File: src/lfpid_pkg.sv
package lfpid_pkg;

  localparam int INTEG_W  = 16;
  localparam int ERR_W    = 7;
  localparam int DERIV_W  = ERR_W + 1;
  localparam int GAIN_W   = 12;
  localparam int SPD_W    = 8;
  localparam int DUR_W    = 8;
  localparam int SENS_N   = 6;
  localparam int PROD_P_W = GAIN_W + 1 + ERR_W;
  localparam int PROD_I_W = GAIN_W + 1 + INTEG_W;
  localparam int PROD_D_W = GAIN_W + 1 + DERIV_W;
  localparam int SUM_W    = PROD_I_W + 2;
  localparam int FRAC_W   = 8;
  localparam int CORR_W   = SUM_W - FRAC_W;
  localparam int SPDX_W   = CORR_W + 1;

  localparam int QDEPTH = 4;
  localparam int QPTR_W = $clog2(QDEPTH);
  localparam int QCNT_W = $clog2(QDEPTH + 1);

  localparam int CFG_IDX_W  = 3;
  localparam int CFG_DATA_W = GAIN_W;

  localparam logic [CFG_IDX_W-1:0] REG_KP     = 3'd0;
  localparam logic [CFG_IDX_W-1:0] REG_KI     = 3'd1;
  localparam logic [CFG_IDX_W-1:0] REG_KD     = 3'd2;
  localparam logic [CFG_IDX_W-1:0] REG_BASE   = 3'd3;
  localparam logic [CFG_IDX_W-1:0] REG_MAX    = 3'd4;
  localparam logic [CFG_IDX_W-1:0] REG_TURN   = 3'd5;
  localparam logic [CFG_IDX_W-1:0] REG_SEARCH = 3'd6;

  localparam logic [GAIN_W-1:0] KP_RST     = 12'd154;
  localparam logic [GAIN_W-1:0] KI_RST     = 12'd26;
  localparam logic [GAIN_W-1:0] KD_RST     = 12'd77;
  localparam logic [SPD_W-1:0]  BASE_RST   = 8'd150;
  localparam logic [SPD_W-1:0]  MAX_RST    = 8'd200;
  localparam logic [SPD_W-1:0]  TURN_RST   = 8'd180;
  localparam logic [SPD_W-1:0]  SEARCH_RST = 8'd120;

  localparam logic [DUR_W-1:0] SEARCH_MS = 8'd120;
  localparam logic [DUR_W-1:0] TURN_MS   = 8'd180;
  localparam logic [DUR_W-1:0] PID_MS    = 8'd120;

  localparam logic signed [ERR_W-1:0] WEIGHT [SENS_N] =
    '{-7'sd20, -7'sd10, -7'sd5, 7'sd5, 7'sd10, 7'sd20};

  typedef enum logic [1:0] {
    ACT_DRIVE = 2'd0,
    ACT_LEFT  = 2'd1,
    ACT_RIGHT = 2'd2,
    ACT_BACK  = 2'd3
  } act_t;

  typedef enum logic [1:0] {
    KIND_PID    = 2'd0,
    KIND_SEARCH = 2'd1,
    KIND_TURN   = 2'd2
  } kind_t;

  typedef enum logic [1:0] {
    SRCH_IDLE     = 2'd0,
    SRCH_RIGHT2   = 2'd1,
    SRCH_LEFTBACK = 2'd2,
    SRCH_BACK     = 2'd3
  } srch_t;

  typedef struct packed {
    kind_t                    kind;
    act_t                     action;
    logic signed [ERR_W-1:0]  err;
    logic                     last;
  } cmd_t;

  typedef struct packed {
    logic [GAIN_W-1:0] kp_gain;
    logic [GAIN_W-1:0] ki_gain;
    logic [GAIN_W-1:0] kd_gain;
    logic [SPD_W-1:0]  base_speed;
    logic [SPD_W-1:0]  max_speed;
    logic [SPD_W-1:0]  turn_speed;
    logic [SPD_W-1:0]  search_speed;
  } cfg_t;

  function automatic logic signed [ERR_W-1:0] sensor_error(input logic [SENS_N-1:0] s);
    logic signed [ERR_W-1:0] acc;
    acc = '0;
    for (int i = 0; i < SENS_N; i++) begin
      if (s[i]) begin
        acc = acc + WEIGHT[i];
      end
    end
    return acc;
  endfunction

endpackage

File: src/lfpid_in_if.sv
interface lfpid_in_if import lfpid_pkg::*; ();
  logic              valid;
  logic              ready;
  logic [SENS_N-1:0] sensor_bits;

  modport source (output valid, output sensor_bits, input ready);
  modport sink   (input valid, input sensor_bits, output ready);
endinterface

File: src/lfpid_out_if.sv
interface lfpid_out_if import lfpid_pkg::*; ();
  logic             valid;
  logic             ready;
  logic [1:0]       action;
  logic [SPD_W-1:0] left_speed;
  logic [SPD_W-1:0] right_speed;
  logic [DUR_W-1:0] duration_ms;
  logic             last;

  modport source (output valid, output action, output left_speed, output right_speed,
                  output duration_ms, output last, input ready);
  modport sink   (input valid, input action, input left_speed, input right_speed,
                  input duration_ms, input last, output ready);
endinterface

File: src/lfpid_front.sv
module lfpid_front import lfpid_pkg::*; (
  input  logic        clk,
  input  logic        rst_n,
  lfpid_in_if.sink    in_scan,
  input  logic        q_full,
  output logic        push_v,
  output cmd_t        push_cmd
);

  srch_t step_r, step_nxt;
  logic  pend_v_r, pend_v_nxt;
  cmd_t  pend_r, pend_nxt;
  cmd_t  new_cmd;
  logic  acc;
  logic  hit_left, hit_right;
  logic signed [ERR_W-1:0] err;

  assign err       = sensor_error(in_scan.sensor_bits);
  assign hit_left  = in_scan.sensor_bits[0] || (in_scan.sensor_bits[2:1] == 2'b11);
  assign hit_right = in_scan.sensor_bits[5] || (in_scan.sensor_bits[4:3] == 2'b11);
  assign in_scan.ready = !pend_v_r && !q_full;
  assign acc = in_scan.valid && in_scan.ready;

  always_comb begin
    step_nxt   = step_r;
    pend_v_nxt = pend_v_r;
    pend_nxt   = pend_r;
    new_cmd    = '{kind: KIND_PID, action: ACT_DRIVE, err: err, last: 1'b1};
    if (pend_v_r && !q_full) begin
      pend_v_nxt = 1'b0;
    end
    if (acc) begin
      if (in_scan.sensor_bits == '0) begin
        new_cmd.kind = KIND_SEARCH;
        new_cmd.err  = '0;
        case (step_r)
          SRCH_IDLE: begin
            new_cmd.action = ACT_LEFT;
            step_nxt       = SRCH_RIGHT2;
          end
          SRCH_RIGHT2: begin
            new_cmd.action = ACT_RIGHT;
            new_cmd.last   = 1'b0;
            pend_v_nxt     = 1'b1;
            pend_nxt       = '{kind: KIND_SEARCH, action: ACT_RIGHT, err: '0, last: 1'b1};
            step_nxt       = SRCH_LEFTBACK;
          end
          SRCH_LEFTBACK: begin
            new_cmd.action = ACT_LEFT;
            new_cmd.last   = 1'b0;
            pend_v_nxt     = 1'b1;
            pend_nxt       = '{kind: KIND_SEARCH, action: ACT_BACK, err: '0, last: 1'b1};
            step_nxt       = SRCH_BACK;
          end
          SRCH_BACK: begin
            new_cmd.action = ACT_BACK;
            step_nxt       = SRCH_IDLE;
          end
          default: begin
            step_nxt = SRCH_IDLE;
          end
        endcase
      end else begin
        step_nxt = SRCH_IDLE;
        if (hit_left) begin
          new_cmd.kind   = KIND_TURN;
          new_cmd.action = ACT_LEFT;
        end else if (hit_right) begin
          new_cmd.kind   = KIND_TURN;
          new_cmd.action = ACT_RIGHT;
        end
      end
    end
  end

  assign push_v   = pend_v_r ? !q_full : acc;
  assign push_cmd = pend_v_r ? pend_r : new_cmd;

  always_ff @(posedge clk) begin
    if (!rst_n) begin
      step_r   <= SRCH_IDLE;
      pend_v_r <= 1'b0;
    end else begin
      step_r   <= step_nxt;
      pend_v_r <= pend_v_nxt;
    end
  end

  always_ff @(posedge clk) begin
    pend_r <= pend_nxt;
  end

`ifndef SYNTH
  a_pend_origin: assert property (@(posedge clk) disable iff (!rst_n)
    pend_v_r && !$past(pend_v_r) |->
      $past(in_scan.valid && in_scan.ready && (in_scan.sensor_bits == '0)))
    else $error("second search word without an empty scan");
`endif

endmodule

File: src/lfpid_queue.sv
module lfpid_queue import lfpid_pkg::*; (
  input  logic clk,
  input  logic rst_n,
  input  logic push_v,
  input  cmd_t push_cmd,
  output logic full,
  input  logic pop,
  output logic head_v,
  output cmd_t head_cmd
);

  cmd_t              mem_r [QDEPTH];
  logic [QPTR_W-1:0] wr_ptr_r, rd_ptr_r;
  logic [QCNT_W-1:0] cnt_r, cnt_nxt;
  logic              do_push, do_pop;

  assign full     = (cnt_r == QCNT_W'(QDEPTH));
  assign head_v   = (cnt_r != '0);
  assign head_cmd = mem_r[rd_ptr_r];
  assign do_push  = push_v && !full;
  assign do_pop   = pop && head_v;

  always_comb begin
    cnt_nxt = cnt_r;
    if (do_push && !do_pop) begin
      cnt_nxt = cnt_r + QCNT_W'(1);
    end else if (do_pop && !do_push) begin
      cnt_nxt = cnt_r - QCNT_W'(1);
    end
  end

  always_ff @(posedge clk) begin
    if (!rst_n) begin
      wr_ptr_r <= '0;
      rd_ptr_r <= '0;
      cnt_r    <= '0;
    end else begin
      cnt_r <= cnt_nxt;
      if (do_push) begin
        wr_ptr_r <= wr_ptr_r + QPTR_W'(1);
      end
      if (do_pop) begin
        rd_ptr_r <= rd_ptr_r + QPTR_W'(1);
      end
    end
  end

  always_ff @(posedge clk) begin
    if (do_push) begin
      mem_r[wr_ptr_r] <= push_cmd;
    end
  end

`ifndef SYNTH
  a_cnt_range: assert property (@(posedge clk) disable iff (!rst_n)
    cnt_r <= QCNT_W'(QDEPTH))
    else $error("queue count out of range");
  a_no_overflow: assert property (@(posedge clk) disable iff (!rst_n)
    push_v |-> !full)
    else $error("push into full queue");
`endif

endmodule

File: src/lfpid_back.sv
module lfpid_back import lfpid_pkg::*; (
  input  logic        clk,
  input  logic        rst_n,
  input  cfg_t        cfg,
  input  logic        head_v,
  input  cmd_t        head_cmd,
  output logic        pop,
  lfpid_out_if.source out_cmd
);

  logic signed [INTEG_W-1:0] integ_r, integ_nxt;
  logic signed [ERR_W-1:0]   prev_r, prev_nxt;
  logic signed [INTEG_W:0]   integ_ext;
  logic signed [DERIV_W-1:0] deriv;

  logic                        a_v_r, b_v_r, c_v_r, o_v_r;
  logic                        a_adv, b_adv, c_adv, o_adv;
  cmd_t                        a_cmd_r, b_cmd_r, c_cmd_r;
  logic signed [INTEG_W-1:0]   a_integ_r;
  logic signed [DERIV_W-1:0]   a_der_r;
  logic signed [PROD_P_W-1:0]  b_pp_r, pp;
  logic signed [PROD_I_W-1:0]  b_pi_r, pi;
  logic signed [PROD_D_W-1:0]  b_pd_r, pd;
  logic signed [SUM_W-1:0]     sum, sum_adj;
  logic signed [CORR_W-1:0]    c_corr_r;
  logic signed [SPDX_W-1:0]    base_x, max_x, left_x, right_x;

  logic [1:0]       o_act_r, o_act_nxt;
  logic [SPD_W-1:0] o_left_r, o_left_nxt, o_right_r, o_right_nxt;
  logic [DUR_W-1:0] o_dur_r, o_dur_nxt;
  logic             o_last_r;

  assign o_adv = !o_v_r || out_cmd.ready;
  assign c_adv = !c_v_r || o_adv;
  assign b_adv = !b_v_r || c_adv;
  assign a_adv = !a_v_r || b_adv;
  assign pop   = head_v && a_adv;

  // integral saturation and derivative at pop
  assign integ_ext = (INTEG_W+1)'(integ_r) + (INTEG_W+1)'(head_cmd.err);
  assign deriv     = DERIV_W'(head_cmd.err) - DERIV_W'(prev_r);

  always_comb begin
    integ_nxt = integ_r;
    prev_nxt  = prev_r;
    if (pop) begin
      if (head_cmd.kind == KIND_PID) begin
        if (integ_ext[INTEG_W] != integ_ext[INTEG_W-1]) begin
          integ_nxt = integ_ext[INTEG_W] ? {1'b1, {(INTEG_W-1){1'b0}}}
                                         : {1'b0, {(INTEG_W-1){1'b1}}};
        end else begin
          integ_nxt = integ_ext[INTEG_W-1:0];
        end
        prev_nxt = head_cmd.err;
      end else begin
        integ_nxt = '0;
        prev_nxt  = '0;
      end
    end
  end

  assign pp = PROD_P_W'($signed({1'b0, cfg.kp_gain})) * PROD_P_W'(a_cmd_r.err);
  assign pi = PROD_I_W'($signed({1'b0, cfg.ki_gain})) * PROD_I_W'(a_integ_r);
  assign pd = PROD_D_W'($signed({1'b0, cfg.kd_gain})) * PROD_D_W'(a_der_r);

  // Q.8 sum, truncated toward zero
  assign sum     = SUM_W'(b_pp_r) + SUM_W'(b_pi_r) + SUM_W'(b_pd_r);
  assign sum_adj = sum + (sum[SUM_W-1] ? SUM_W'(255) : SUM_W'(0));

  assign base_x  = SPDX_W'($signed({1'b0, cfg.base_speed}));
  assign max_x   = SPDX_W'($signed({1'b0, cfg.max_speed}));
  assign left_x  = base_x - SPDX_W'(c_corr_r);
  assign right_x = base_x + SPDX_W'(c_corr_r);

  always_comb begin
    o_act_nxt   = c_cmd_r.action;
    o_left_nxt  = cfg.search_speed;
    o_right_nxt = cfg.search_speed;
    o_dur_nxt   = SEARCH_MS;
    case (c_cmd_r.kind)
      KIND_PID: begin
        o_dur_nxt = PID_MS;
        if (left_x < 0) begin
          o_left_nxt = '0;
        end else if (left_x > max_x) begin
          o_left_nxt = cfg.max_speed;
        end else begin
          o_left_nxt = left_x[SPD_W-1:0];
        end
        if (right_x < 0) begin
          o_right_nxt = '0;
        end else if (right_x > max_x) begin
          o_right_nxt = cfg.max_speed;
        end else begin
          o_right_nxt = right_x[SPD_W-1:0];
        end
      end
      KIND_TURN: begin
        o_left_nxt  = cfg.turn_speed;
        o_right_nxt = cfg.turn_speed;
        o_dur_nxt   = TURN_MS;
      end
      default: begin
        o_dur_nxt = SEARCH_MS;
      end
    endcase
  end

  always_ff @(posedge clk) begin
    if (!rst_n) begin
      integ_r <= '0;
      prev_r  <= '0;
      a_v_r   <= 1'b0;
      b_v_r   <= 1'b0;
      c_v_r   <= 1'b0;
      o_v_r   <= 1'b0;
    end else begin
      integ_r <= integ_nxt;
      prev_r  <= prev_nxt;
      if (a_adv) begin
        a_v_r <= pop;
      end
      if (b_adv) begin
        b_v_r <= a_v_r;
      end
      if (c_adv) begin
        c_v_r <= b_v_r;
      end
      if (o_adv) begin
        o_v_r <= c_v_r;
      end
    end
  end

  always_ff @(posedge clk) begin
    if (pop) begin
      a_cmd_r   <= head_cmd;
      a_integ_r <= integ_nxt;
      a_der_r   <= deriv;
    end
    if (b_adv && a_v_r) begin
      b_cmd_r <= a_cmd_r;
      b_pp_r  <= pp;
      b_pi_r  <= pi;
      b_pd_r  <= pd;
    end
    if (c_adv && b_v_r) begin
      c_cmd_r  <= b_cmd_r;
      c_corr_r <= sum_adj[SUM_W-1:FRAC_W];
    end
    if (o_adv && c_v_r) begin
      o_act_r   <= o_act_nxt;
      o_left_r  <= o_left_nxt;
      o_right_r <= o_right_nxt;
      o_dur_r   <= o_dur_nxt;
      o_last_r  <= c_cmd_r.last;
    end
  end

  assign out_cmd.valid       = o_v_r;
  assign out_cmd.action      = o_act_r;
  assign out_cmd.left_speed  = o_left_r;
  assign out_cmd.right_speed = o_right_r;
  assign out_cmd.duration_ms = o_dur_r;
  assign out_cmd.last        = o_last_r;

`ifndef SYNTH
  a_pid_clear: assert property (@(posedge clk) disable iff (!rst_n)
    pop && (head_cmd.kind != KIND_PID) |=> (integ_r == '0) && (prev_r == '0))
    else $error("PID state not cleared on search or turn");
  a_stage_hold: assert property (@(posedge clk) disable iff (!rst_n)
    a_v_r && !b_adv |=> a_v_r && $stable(a_cmd_r) && $stable(a_integ_r))
    else $error("stalled stage lost its word");
`endif

endmodule

File: src/line_follower_pid_controller.sv
// Line follower controller with PID steering.
// in_scan: one word per scan of six line sensors (sensor_bits, bit 0 leftmost),
//   valid/ready handshake. A scan with no line seen in the middle of the search
//   sequence yields two command words; every other scan yields one.
// out_cmd: command words (action, left_speed, right_speed, duration_ms, last),
//   valid/ready handshake; last marks the final word of a scan.
// cfg_*: register write port, one write per cycle while cfg_we is high;
//   index 0..6 = kp, ki, kd, base, max, turn, search speed; others ignored.
// Path: the first word of a scan is pushed into the queue, then passes the
//   integral update, products, sum and clamp stages to the output register.
// Throughput: one command word per cycle on the output while out_cmd.ready is
//   high; a one-word scan can be taken every cycle while the queue has room, a
//   two-word scan holds the input until its second word is in the 4-entry queue.
// Reset (rst_n low, synchronous): registers return to defaults, integral,
//   last error and search step clear, queue and pipeline empty.
// Output stall: the pipeline and queue hold their words; the input drops
//   ready once the queue fills.
module line_follower_pid_controller import lfpid_pkg::*; (
  input  logic                  clk,
  input  logic                  rst_n,
  lfpid_in_if.sink              in_scan,
  lfpid_out_if.source           out_cmd,
  input  logic                  cfg_we,
  input  logic [CFG_IDX_W-1:0]  cfg_index,
  input  logic [CFG_DATA_W-1:0] cfg_data
);

  cfg_t cfg_r, cfg_nxt;
  logic q_full, push_v, pop, head_v;
  cmd_t push_cmd, head_cmd;

  always_comb begin
    cfg_nxt = cfg_r;
    if (cfg_we) begin
      case (cfg_index)
        REG_KP:     cfg_nxt.kp_gain      = cfg_data[GAIN_W-1:0];
        REG_KI:     cfg_nxt.ki_gain      = cfg_data[GAIN_W-1:0];
        REG_KD:     cfg_nxt.kd_gain      = cfg_data[GAIN_W-1:0];
        REG_BASE:   cfg_nxt.base_speed   = cfg_data[SPD_W-1:0];
        REG_MAX:    cfg_nxt.max_speed    = cfg_data[SPD_W-1:0];
        REG_TURN:   cfg_nxt.turn_speed   = cfg_data[SPD_W-1:0];
        REG_SEARCH: cfg_nxt.search_speed = cfg_data[SPD_W-1:0];
        default:    cfg_nxt = cfg_r;
      endcase
    end
  end

  always_ff @(posedge clk) begin
    if (!rst_n) begin
      cfg_r <= '{kp_gain: KP_RST, ki_gain: KI_RST, kd_gain: KD_RST,
                 base_speed: BASE_RST, max_speed: MAX_RST,
                 turn_speed: TURN_RST, search_speed: SEARCH_RST};
    end else begin
      cfg_r <= cfg_nxt;
    end
  end

  lfpid_front u_front (
    .clk      (clk),
    .rst_n    (rst_n),
    .in_scan  (in_scan),
    .q_full   (q_full),
    .push_v   (push_v),
    .push_cmd (push_cmd)
  );

  lfpid_queue u_queue (
    .clk      (clk),
    .rst_n    (rst_n),
    .push_v   (push_v),
    .push_cmd (push_cmd),
    .full     (q_full),
    .pop      (pop),
    .head_v   (head_v),
    .head_cmd (head_cmd)
  );

  lfpid_back u_back (
    .clk      (clk),
    .rst_n    (rst_n),
    .cfg      (cfg_r),
    .head_v   (head_v),
    .head_cmd (head_cmd),
    .pop      (pop),
    .out_cmd  (out_cmd)
  );

endmodule

File: src/flat_wrapper.sv
// flat-port wrapper written by rule: the top's interface ports become plain ports
module line_follower_pid_controller_flat import lfpid_pkg::*;
  (clk, rst_n, cfg_we, cfg_index, cfg_data, in_scan_valid, in_scan_sensor_bits, in_scan_ready, out_cmd_valid, out_cmd_action, out_cmd_left_speed, out_cmd_right_speed, out_cmd_duration_ms, out_cmd_last, out_cmd_ready);
  lfpid_in_if in_scan_i ();
  lfpid_out_if out_cmd_i ();
  input  logic clk;
  input  logic rst_n;
  input  logic cfg_we;
  input  logic [CFG_IDX_W-1:0] cfg_index;
  input  logic [CFG_DATA_W-1:0] cfg_data;
  input wire logic [$bits(in_scan_i.valid)-1:0] in_scan_valid;
  input wire logic [$bits(in_scan_i.sensor_bits)-1:0] in_scan_sensor_bits;
  output wire logic [$bits(in_scan_i.ready)-1:0] in_scan_ready;
  output wire logic [$bits(out_cmd_i.valid)-1:0] out_cmd_valid;
  output wire logic [$bits(out_cmd_i.action)-1:0] out_cmd_action;
  output wire logic [$bits(out_cmd_i.left_speed)-1:0] out_cmd_left_speed;
  output wire logic [$bits(out_cmd_i.right_speed)-1:0] out_cmd_right_speed;
  output wire logic [$bits(out_cmd_i.duration_ms)-1:0] out_cmd_duration_ms;
  output wire logic [$bits(out_cmd_i.last)-1:0] out_cmd_last;
  input wire logic [$bits(out_cmd_i.ready)-1:0] out_cmd_ready;
  assign in_scan_i.valid = in_scan_valid;
  assign in_scan_i.sensor_bits = in_scan_sensor_bits;
  assign in_scan_ready = in_scan_i.ready;
  assign out_cmd_valid = out_cmd_i.valid;
  assign out_cmd_action = out_cmd_i.action;
  assign out_cmd_left_speed = out_cmd_i.left_speed;
  assign out_cmd_right_speed = out_cmd_i.right_speed;
  assign out_cmd_duration_ms = out_cmd_i.duration_ms;
  assign out_cmd_last = out_cmd_i.last;
  assign out_cmd_i.ready = out_cmd_ready;
  line_follower_pid_controller u_core (.clk(clk), .rst_n(rst_n), .in_scan(in_scan_i), .out_cmd(out_cmd_i), .cfg_we(cfg_we), .cfg_index(cfg_index), .cfg_data(cfg_data));
endmodule
File: config.mk
export PLATFORM = sky130hd
export DESIGN_NAME = line_follower_pid_controller_flat
export DESIGN_NICKNAME = d
export VERILOG_FILES = /design/src/lfpid_pkg.sv /design/src/lfpid_in_if.sv /design/src/lfpid_out_if.sv /design/src/lfpid_front.sv /design/src/lfpid_queue.sv /design/src/lfpid_back.sv /design/src/line_follower_pid_controller.sv /design/src/flat_wrapper.sv
export SDC_FILE = /design/constraint.sdc
export NUM_CORES = 2
export LEC_CHECK = 0
export BUFFER_PORTS_ARGS = -buffer_cell sky130_fd_sc_hd__buf_2
export CORE_MARGIN = 2
export CORE_UTILIZATION = 65
export DETAILED_ROUTE_END_ITERATION = 10
export PLACE_DENSITY = 0.82
export SKIP_CTS_REPAIR_TIMING = 1
export SYNTH_ARGS = -nofsm -noshare
export SYNTH_HDL_FRONTEND = slang
export SYNTH_SLANG_ARGS = --single-unit
File: constraint.sdc
create_clock -name clk -period 9.4 [get_ports clk]
set_clock_uncertainty 0.05 [all_clocks]
set_input_delay 0.47 -clock clk [delete_from_list [all_inputs] [get_ports clk]]
set_output_delay 0.47 -clock clk [all_outputs]
set_load 0.005 [all_outputs]
==> metrics <==
status=completed; CP Buf/Inv Count=3; fin cells=about 3800; Rows=slightly below 80; R2R Path End=u_core.u_back.b_pi_r[26]; Max clock buf depth=3; count of final max-slew check failures=0; CP Launch Type=flop; die area=0.0485 mm2; top cells by area, synth=fa_1 21%, edfxtp_1 21%, ha_1 11%; HPWL Detailed=around 54000 um; dpl cell area=~0.031 mm2; TritonCTS clock tree=yes; layout cells sized above 1=under 10%; max_slew headroom=around a fifth; clock slew at reported path FFs=roughly 60 ps; Cell Chain, Critical Path=and2_1 -> fa_1 -> inv_1 -> fa_1 -> inv_1 -> ha_1 -> ha_1 -> fa_1 -> inv_1 -> fa_1 -> nor2b_1 -> o21ai_0 -> a21boi_0 -> o21ai_0 -> a211oi_1 -> nor3_1 -> nor4_1 -> o311ai_0 -> nand2b_1 -> a21oi_1 -> xnor2_1; I/O Buffers=50; RSZ-0062 raised after global routing=no; Fin. Hold Viols=0; crit-path leading delay family=adder cells; gpl congestion=~0.95; CP startpoint=u_core.u_back.a_integ_r[2]; worst-path fanout max=12; Critical Path Sink=u_core.u_back.b_pi_r[26]; clock tree root driver cell=clkbuf_16; DRC errors left=0; most frequent cell after synthesis=inv_1; First DRT Iteration DRCs=approximately 1600; most used cell along the critical path=fa_1; chip height=220 um; core box area=approximately 0.046 mm2; initial antenna violation count=4; DP Cell Count=around 3700; IO Pins=between 50 and 60; crit path DAT=6960 ps; slowest CP cell=nor4_1; r2r worst-path depth=21; first-pass GRT wire length=113000 um; min cycle time layout=approximately 6700 ps; Cells after Synth=3160; async set-reset flop share out of synthesis=0%; vias after detailed routing=22200; synthesized area=slightly above 0.03 mm2; cell taking the most area after synthesis=fa_1; width of the die=~220 um; initial core utilization=between 60% and 70%; WL final=roughly 68000 um; Post-synth EDFFs=around 210; Skew-Pair Late Insertion Delay=570 ps; final setup violating endpoints=0; fin util=roughly 70%; register area share after synthesis=between 20% and 30%; GRT Util Overall=between 20% and 30%; critical path class=reg2reg; vias in the first global route=23200; syn avg cell area=roughly 9.6 um2; CP required=roughly 9700 ps; top cells by count, synth=489 x inv_1, 399 x nand2_1, 324 x fa_1; flop2flop setup slack=around 2700 ps; overflow left after global routing=0; Worst path max stage delay=around 620 ps; Yosys reg bits=approximately 320; Design Area, Final=roughly 0.032 mm2; critical path depth=21; clock tree sinks=between 300 and 400; Worst-Margin Slew=1170 ps; Min-Delay Path Class=in2reg; WL per Instance=~18 um; final worst-path cycle share=a little under three quarters; Nets=between 3000 and 4000; Yosys top cell area share=approximately a fifth; number of buffers created by CTS=37; pin count of the biggest net entering global routing=97; drt pass-1 iters=8; Synth Flop Type=edfxtp_1; Max-cap violations=0; worst r2r src=u_core.u_back.a_integ_r[2]; post-route ant nets=0; fmax=149 MHz; synthesis-to-layout area growth=6.50%; CP endpoint kind=flop; CTS HTree Levels=2; Distinct cells, synth=87; setup TNS=0 ps; count of yosys warnings during synthesis=0; drt via density=just under 6
sequential cells by signal, summed over array words and instances, names as in the netlist, 12 cells and up, named ones only:
name and flops:
u_core.cfg_r 68, u_core.u_back.a_cmd_r 12, u_core.u_back.a_integ_r 16, u_core.u_back.b_pd_r 21, u_core.u_back.b_pi_r 29, u_core.u_back.b_pp_r 20, u_core.u_back.c_corr_r 23, u_core.u_back.integ_r 16
u_core.u_queue.mem_r 48
how the worst min path moves through the flow:
stage / from / endpoint / slack (ps) / depth (start not counted)
6_report: cfg_data[10] / u_core.cfg_r[66] / 170 / 3
5_1_grt: cfg_data[10] / u_core.cfg_r[66] / 160 / 3
4_1_cts: cfg_data[10] / u_core.cfg_r[66] / 150 / 3
3_5_place_dp: u_core.u_back.a_cmd_r[0] / u_core.u_back.b_cmd_r[0] / 360 / 0
3_3_place_gp: u_core.u_back.a_cmd_r[8] / u_core.u_back.b_cmd_r[8] / 360 / 0
2_1_floorplan: u_core.u_back.a_cmd_r[0] / u_core.u_back.b_cmd_r[0] / 350 / 0
placed cells by master (no fill, tap or decap), types with 8 or more instances in the layout:
master and count:
a31oi_1 8, nand3_1 67, a21boi_0 56, buf_2 50
fa_1 324, dfxtp_1 107, nand2b_1 43, nor2b_1 40
mux4_2 12, clkbuf_1 10, clkbuf_16 39, buf_4 8
or2_2 8, nand2_1 399, a211oi_1 14, a22oi_1 10
xnor2_1 107, mux2i_1 25, xor2_1 37, o21bai_1 15
nor3_1 43, o211ai_1 11, ha_1 270, a22o_1 10
and2_1 221, nand4_1 13, or3_1 19, and3_1 14
inv_1 489, o21ai_1 12, edfxtp_1 209, a21oi_1 96
o21a_1 23, o21ai_0 79, a21o_1 39, nor2_1 124
cells by family after synthesis:
logic type / share of synthesized area [%]
buf+inv: 7.52
compound gates: 9.78
xor+xnor: 4.15
simple gates: 16.5
fa+ha+maj: 32.5
flops: 27.7
mux: 1.82
other cells: 0.0247
metrics by stage:
| stage | setup slack [ps] | hold WS [ps] |
|---|---|---|
| floorplan | 3460 | 350 |
| global placement | 3190 | 360 |
| detailed placement | 2950 | 362 |
| CTS | 2850 | 146 |
| global route | 2240 | 162 |
| finish | 2690 | 170 |
layer usage:
layer	part of all wire, %	track usage [%]
met1	40	35.9
met3	6.7	4.87
met2	50	52.2
met4	3.5	11.3
met5	0.010	0
final cells by class:
class | instances | area [um2]
multi-input combinational | 2246 | 19700
fill | 3337 | 14000
sequential | 316 | 8420
inverter | 489 | 1840
clock buffer | 51 | 1040
tap | 607 | 759
timing repair buffer | 58 | 310
clock inverter | 16 | 290
antenna | 2 | 5.00
worst register-to-register path, cell delays in order (launching register included):
cell and delay, ps:
edfxtp_1 540, and2_1 250, fa_1 530, inv_1 50
fa_1 550, inv_1 60, ha_1 290, ha_1 320
fa_1 580, inv_1 70, fa_1 470, nor2b_1 150
o21ai_0 120, a21boi_0 280, o21ai_0 210, a211oi_1 490
nor3_1 190, nor4_1 620, o311ai_0 260, nand2b_1 130
a21oi_1 90, xnor2_1 140
Power is left out: the tool's default activity adds up to more than one toggle a clock period on the data nets, which glitch-free logic cannot reach.
